[src/hw/rtl/mbps_pkg.sv]
// Shared types and constants for the masked byte pattern search block.
`timescale 1ns / 1ps

package mbps_pkg;

  localparam int MAX_PATTERN = 32;
  localparam int PAT_IDX_W   = $clog2(MAX_PATTERN);
  localparam int LEN_W       = 6;
  localparam int CFG_IDX_W   = 3;
  localparam int CFG_DATA_W  = 64;
  localparam int OFFSET_W    = 32;

  typedef enum logic [CFG_IDX_W-1:0] {
    CFG_PATTERN_LENGTH  = 3'd0,
    CFG_PATTERN_BYTES_A = 3'd1,
    CFG_PATTERN_BYTES_B = 3'd2,
    CFG_PATTERN_BYTES_C = 3'd3,
    CFG_PATTERN_BYTES_D = 3'd4,
    CFG_CARE_MASK       = 3'd5
  } cfg_reg_t;

  typedef struct packed {
    logic [7:0] data_byte;
    logic       region_last;
  } in_item_t;

  typedef struct packed {
    logic                found;
    logic [OFFSET_W-1:0] match_offset;
  } out_item_t;

  // Per-cell compare reference
  typedef struct packed {
    logic [7:0] want;
    logic       care;
  } cell_ref_t;

endpackage

[src/hw/rtl/mbps_cell.sv]
// One window cell: holds one byte, passes it on, and compares its incoming byte.
`timescale 1ns / 1ps

module mbps_cell (
  input  logic               clk,
  input  logic               shift_en,
  input  logic [7:0]         byte_in,
  input  mbps_pkg::cell_ref_t ref_in,
  output logic [7:0]         byte_out,
  output logic               hit
);
  import mbps_pkg::*;

  logic [7:0] byte_r;

  always_ff @(posedge clk) begin
    if (shift_en) begin
      byte_r <= byte_in;
    end
  end

  // the incoming byte is what this slot holds once the item is taken
  assign hit      = !ref_in.care || (byte_in == ref_in.want);
  assign byte_out = byte_r;

endmodule

[src/hw/rtl/mbps_out_buf.sv]
// Two-entry result buffer: output register plus skid register.
`timescale 1ns / 1ps

module mbps_out_buf (
  input  logic                clk,
  input  logic                rst_n,
  input  logic                push,
  input  mbps_pkg::out_item_t push_data,
  output logic                can_push,
  output logic                out_valid,
  input  logic                out_ready,
  output mbps_pkg::out_item_t out_data
);
  import mbps_pkg::*;

  logic      head_v_r, head_v_nxt;
  logic      skid_v_r, skid_v_nxt;
  out_item_t head_r, head_nxt;
  out_item_t skid_r, skid_nxt;
  logic      pop;

  assign pop      = head_v_r && out_ready;
  assign can_push = !skid_v_r;

  always_comb begin
    head_v_nxt = head_v_r;
    skid_v_nxt = skid_v_r;
    head_nxt   = head_r;
    skid_nxt   = skid_r;
    if (skid_v_r) begin
      if (pop) begin
        head_nxt   = skid_r;
        skid_v_nxt = 1'b0;
      end
    end else if (!head_v_r || pop) begin
      head_v_nxt = push;
      head_nxt   = push_data;
    end else if (push) begin
      skid_v_nxt = 1'b1;
      skid_nxt   = push_data;
    end
  end

  always_ff @(posedge clk) begin
    if (!rst_n) begin
      head_v_r <= 1'b0;
      skid_v_r <= 1'b0;
    end else begin
      head_v_r <= head_v_nxt;
      skid_v_r <= skid_v_nxt;
    end
    head_r <= head_nxt;
    skid_r <= skid_nxt;
  end

  assign out_valid = head_v_r;
  assign out_data  = head_r;

endmodule

[src/hw/rtl/masked_byte_pattern_search.sv]
// Top level of the masked byte pattern search: config registers, cell chain, result path.
`timescale 1ns / 1ps

// Scans a byte stream, one item per byte, for the first place where a masked
// pattern of up to 32 bytes matches. Items may follow back to back while the
// output buffer has room: the window is a chain of 32 byte cells that shift
// every accepted item, and all cells compare in parallel against the pattern
// byte lined up with them, so the match decision is made in the accept cycle.
// A result (found with start offset, or not-found on the region's last byte)
// is registered into the two-entry output buffer; input stalls only while
// both entries are held by a stalled consumer. Configuration writes are always
// accepted (cfg_ready tied high) and must only be issued while the block is idle.
module masked_byte_pattern_search (
  input  logic                          clk,
  input  logic                          rst_n,
  input  logic                          in_valid,
  output logic                          in_ready,
  input  mbps_pkg::in_item_t            in_data,
  output logic                          out_valid,
  input  logic                          out_ready,
  output mbps_pkg::out_item_t           out_data,
  input  logic                          cfg_valid,
  output logic                          cfg_ready,
  input  logic [mbps_pkg::CFG_IDX_W-1:0]  cfg_index,
  input  logic [mbps_pkg::CFG_DATA_W-1:0] cfg_data
);
  import mbps_pkg::*;

  // configuration registers
  logic [LEN_W-1:0]       len_r;
  logic [3:0][63:0]       pat_words_r;
  logic [MAX_PATTERN-1:0] care_r;

  // scan state
  logic [OFFSET_W-1:0] seen_r, seen_nxt;
  logic                reported_r, reported_nxt;

  logic                             accept;
  logic [MAX_PATTERN-1:0][7:0]      pat_bytes;
  logic [MAX_PATTERN:0][7:0]        win;
  logic [MAX_PATTERN-1:0]           hit;
  cell_ref_t [MAX_PATTERN-1:0]      cell_ref;
  logic                             len_ok;
  logic                             match;
  logic                             push;
  out_item_t                        push_data;
  logic                             buf_can_push;

  assign cfg_ready = 1'b1;

  always_ff @(posedge clk) begin
    if (!rst_n) begin
      len_r       <= '0;
      pat_words_r <= '0;
      care_r      <= '0;
    end else if (cfg_valid) begin
      unique case (cfg_index)
        CFG_PATTERN_LENGTH:  len_r          <= cfg_data[LEN_W-1:0];
        CFG_PATTERN_BYTES_A: pat_words_r[0] <= cfg_data;
        CFG_PATTERN_BYTES_B: pat_words_r[1] <= cfg_data;
        CFG_PATTERN_BYTES_C: pat_words_r[2] <= cfg_data;
        CFG_PATTERN_BYTES_D: pat_words_r[3] <= cfg_data;
        CFG_CARE_MASK:       care_r         <= cfg_data[MAX_PATTERN-1:0];
        default: ; // unmapped index: write ignored
      endcase
    end
  end

  assign pat_bytes = pat_words_r;

  assign in_ready = buf_can_push;
  assign accept   = in_valid && in_ready;

  // Window slot k (0 = newest) lines up with pattern byte len-1-k.
  // Slots at or beyond the pattern length don't care.
  assign win[0] = in_data.data_byte;

  for (genvar k = 0; k < MAX_PATTERN; k++) begin : g_cell
    localparam logic [LEN_W-1:0] SLOT = LEN_W'(k);
    logic [LEN_W-1:0] pj;

    assign pj              = len_r - SLOT - LEN_W'(1);
    assign cell_ref[k].want = pat_bytes[pj[PAT_IDX_W-1:0]];
    assign cell_ref[k].care = (SLOT < len_r) && care_r[pj[PAT_IDX_W-1:0]];

    mbps_cell u_cell (
      .clk      (clk),
      .shift_en (accept),
      .byte_in  (win[k]),
      .ref_in   (cell_ref[k]),
      .byte_out (win[k+1]),
      .hit      (hit[k])
    );
  end

  // saturating byte count, including the byte taken now
  assign seen_nxt = (seen_r == '1) ? seen_r : seen_r + OFFSET_W'(1);

  assign len_ok = (len_r != '0) && (len_r <= LEN_W'(MAX_PATTERN));
  assign match  = !reported_r && len_ok && (seen_nxt >= OFFSET_W'(len_r)) && (&hit);

  always_comb begin
    push                   = 1'b0;
    push_data.found        = 1'b0;
    push_data.match_offset = '0;
    reported_nxt           = reported_r;
    if (accept) begin
      if (match) begin
        push                   = 1'b1;
        push_data.found        = 1'b1;
        push_data.match_offset = seen_nxt - OFFSET_W'(len_r);
        reported_nxt           = 1'b1;
      end else if (in_data.region_last && !reported_r) begin
        push = 1'b1; // not-found at region end
      end
      if (in_data.region_last) begin
        reported_nxt = 1'b0;
      end
    end
  end

  always_ff @(posedge clk) begin
    if (!rst_n) begin
      seen_r     <= '0;
      reported_r <= 1'b0;
    end else begin
      reported_r <= reported_nxt;
      if (accept) begin
        seen_r <= in_data.region_last ? '0 : seen_nxt;
      end
    end
  end

  mbps_out_buf u_out_buf (
    .clk       (clk),
    .rst_n     (rst_n),
    .push      (push),
    .push_data (push_data),
    .can_push  (buf_can_push),
    .out_valid (out_valid),
    .out_ready (out_ready),
    .out_data  (out_data)
  );

endmodule

[config.mk]
export PLATFORM = sky130hd
export DESIGN_NAME = masked_byte_pattern_search
export DESIGN_NICKNAME = d
export VERILOG_FILES = /design/src/hw/rtl/mbps_pkg.sv /design/src/hw/rtl/mbps_cell.sv /design/src/hw/rtl/mbps_out_buf.sv /design/src/hw/rtl/masked_byte_pattern_search.sv
export SDC_FILE = /design/constraint.sdc
export NUM_CORES = 2
export LEC_CHECK = 0
export ABC_AREA = 1
export BUFFER_PORTS_ARGS = -buffer_cell sky130_fd_sc_hd__buf_4
export CAP_MARGIN = 20
export CELL_PAD_IN_SITES_DETAIL_PLACEMENT = 2
export CELL_PAD_IN_SITES_GLOBAL_PLACEMENT = 2
export CORE_ASPECT_RATIO = 1.5
export CORE_MARGIN = 5
export CORE_UTILIZATION = 31
export CTS_CLUSTER_DIAMETER = 30
export DETAILED_ROUTE_END_ITERATION = 8
export HOLD_SLACK_MARGIN = 0.15
export PLACE_DENSITY = 0.83
export SYNTH_ARGS = -nofsm -noshare
export SYNTH_HDL_FRONTEND = slang
export SYNTH_SLANG_ARGS = --single-unit
[constraint.sdc]
create_clock -name clk -period 10 [get_ports clk]
set_input_delay 1.5 -clock clk [delete_from_list [all_inputs] [get_ports clk]]
set_output_delay 1.5 -clock clk [all_outputs]
set_load 0.005 [all_outputs]
==> flow_summary.yaml <==
run_status:
  outcome: "complete, no violations"
logic_synthesis:
  synth_edf_count: 314
  synthArstFlopShare_pct: 0
  ys_types: 48
  yosysWarningCount: 0
  synthDominantCellAreaShare_pct: 24.1
  synthTopCellsByArea: "nand3_1 (24%), edfxtp_1 (20%), nand2_1 (16%)"
  ys_seq_elements: 643
  synth_flop_cell: "dfxtp_1"
  synth_area_leader_cell: "nand3_1"
  synth_nets: 7390
  netlist_area_sq_um: 46700
  avgSynthCellArea_sq_um: 6.40
  ys_seq_area_share_pct: 34.3
  syn_inst: 7288
power:
  p_int_uw: 6780
  swShare_pct: 35.9
  vdd_ir_drop_max_v: 0.000153
  powerDensity_nw_per_um2: 195
  comb_power_share_pct: 22.3
  power_uw: 10600
  pwr-share-seq_pct: 28.9
  p_sw_uw: 3790
  p_clk_share_pct: 48.8
  cellLeakagePower_uw: 0.0237
clock_tree:
  cts_tree: "built"
  clock_sinks: 643
  clkLatencyLatePin_ns: 0.83
  cts_root_buf: "clkbuf_16"
  ctsHoldBuffers: 0
  clk_path_buf_depth: 3
  cts_buffers: 147
  h-tree-depth: 4
  clk_pin_slew_ns: 0.05
  cts_setup_buffers: 0
  cts_resized: 0
die:
  std_cell_rows: 174
  fp.dieH_microns: 485
  die_w_microns: 327
  initial_utilization_pct: 31.2
  die_area_sq_um: 159000
  num_io_pins: 117
  core_sq_um: 150000
placed_design:
  gp_congestion: 1.06
  port_buffers: 115
  dp_hpwl_mm: 240
timing:
  rsz0062_at_grt: "no"
  worst_hold_slack_ns: 0.473
  setup_viol_count_final: 0
  max_freq_ghz: 0.144
  slew_headroom_pct: 21.0
  hold_viol: 0
  timing.final.crit_share_pct: 69.6
  final.min_clock_period_ns: 6.96
  slew_violations: 0
  finClkSkew_ns: 0.0443
  worst-slew-pin-transition_ns: 1.18
  setup_tns_ns: 0
cells_and_area:
  syn_to_final_growth_pct: 16.5
  final_nets: 7318
  final_common_cell: "nand3_1"
  layout-drive-gt1-share_pct: 7.74
  layout_common_cells: "nand3_1 (2249), nand2_1 (1994), nor2_1 (564)"
worst_setup_path:
  cp_data_arrival_time_ns: 7.45
  cp-start-kind: "flop"
  critical_path_class: "reg2reg"
  crit_path_end_kind: "flop"
  cp.required_ns: 10.49
  critPathMaxFanout: 27
global_routing:
  grt_antenna_before_repair: 26
  grt_max_degree: 161
  grt_overflow: 0
  grt_usage_pct: 39.5
  grt_pass1_vias: 62000
  grt_pass1_wl_mm: 452
route:
  dr.pass1.iters: 8
  wire_per_inst_microns: 35.2
  vias: 59300
  via_per_inst: 6.39
  drtAntennaViolNets: 0
  drt_iter0_drc: 6076
  drc: 0
  wl_mm: 327
run:
  maxCapViolations: 0
min_path:
  hold_class: "reg2reg"
==> power groups by stage <==
stage | Sequential [uW] | Clock, uW | Combinational, uW
floorplan | 3020 | 0 | 1210
global placement | 3080 | 0 | 2160
detailed placement | 3090 | 0 | 2220
CTS | 3040 | 5180 | 2260
global route | 3060 | 5310 | 2420
finish | 3050 | 5160 | 2360
==> layer usage <==
layer | share of wire (%) | track usage (%) | vias up
li1 | - | - | 24700
met1 | 35 | 42.3 | 29900
met2 | 46 | 64.6 | 3354
met3 | 8.0 | 8.25 | 1364
met4 | 12 | 37.4 | 6
met5 | 0.010 | 0 | -
==> final timing paths <==
path	depth (start not counted)	end	slack, ns	startpoint
worst min-delay path	0	g_cell[5].u_cell.byte_out[3]	0.47	g_cell[4].u_cell.byte_out[3]
worst min register to register	0	g_cell[5].u_cell.byte_out[3]	0.47	g_cell[4].u_cell.byte_out[3]
worst max register to register	20	u_out_buf.skid_r[22]	3.04	len_r[3]
worst max-delay path	20	u_out_buf.skid_r[22]	3.04	len_r[3]
==> layout make-up <==
| class | count | area (sq um) |
|---|---|---|
| antenna | 15 | 37.5 |
| clock buffer | 175 | 4040 |
| clock inverter | 95 | 1120 |
| fill | 18000 | 95400 |
| inverter | 344 | 1320 |
| multi-input combinational | 5867 | 27600 |
| sequential | 643 | 16000 |
| tap | 1936 | 2420 |
| timing repair buffer | 213 | 1760 |
==> cells by family (layout without fill, tap and decap cells) <==
logic type / Yosys count / count (layout) / share of synthesized area (%)
simple gates: 5046 / 5046 / 48.2
compound gates: 681 / 681 / 7.52
xor+xnor: 90 / 90 / 1.91
other cells: 1 / 16 / 0.00803
flops: 643 / 643 / 34.3
buf+inv: 778 / 827 / 6.90
fa+ha+maj: 21 / 21 / 0.579
mux: 28 / 28 / 0.600
==> cell usage after synthesis, types with 6 or more instances <==
| library cell | count |
|---|---|
| xor2_2 | 9 |
| and2_1 | 13 |
| a21o_1 | 10 |
| ha_1 | 20 |
| o211ai_1 | 6 |
| xor2_1 | 40 |
| o21ai_0 | 399 |
| nor2_1 | 568 |
| o31ai_1 | 6 |
| edfxtp_1 | 314 |
| or2_2 | 13 |
| buf_4 | 15 |
| clkbuf_1 | 196 |
| nand3_1 | 2250 |
| nand2_2 | 6 |
| nand2_1 | 1997 |
| xnor2_1 | 39 |
| nor3_1 | 25 |
| inv_1 | 312 |
| a21oi_1 | 179 |
| mux2i_1 | 28 |
| buf_2 | 170 |
| nand4_1 | 29 |
| nand3b_1 | 122 |
| o21ai_1 | 64 |
| dfxtp_1 | 329 |
| buf_1 | 49 |
| inv_2 | 28 |
==> through the flow <==
stage / instance area, sq um / cells / worst slack (ns) / util [%]
after CTS: 54200 / 9270 / 3.19 / 36.2
after detailed placement: 49100 / 9000 / 3.25 / 32.8
after global placement: 49000 / 8998 / 3.44 / 32.7
after floorplan: 46700 / 7288 / 0.579 / -
after global routing: 54300 / 9278 / 3.11 / 36.3
final: 54400 / 9288 / 3.04 / 36.3
==> registers in the layout, summed over array words and instances (netlist names) <==
signal / count
u_out_buf.skid_v_r: 1
u_out_buf.out_data: 33
len_r: 6
u_out_buf.out_valid: 1
seen_r: 32
u_out_buf.skid_r: 33
pat_bytes: 256
g_cell.u_cell.byte_out: 248
reported_r: 1
care_r: 32
==> worst max-delay path, cell delays in order, from the launching register on <==
cell and delay [ns]:
dfxtp_2 0.31, buf_4 0.25, inv_4 0.48, buf_4 0.55, ha_1 0.22, buf_4 0.38, clkinv_1 0.99, nand3_1 0.44
nand3b_1 0.11, nand2_1 0.21, nand3_1 0.13, nor2_1 0.50, nand2_1 0.17, nand2_1 0.14, nand2_1 0.06, nor2_1 0.08
nand2_1 0.07, nor2_1 0.31, nand3_2 0.30, a21boi_4 0.62, buf_16 0.24
No activity file was read; power rests on OpenSTA's default activity.
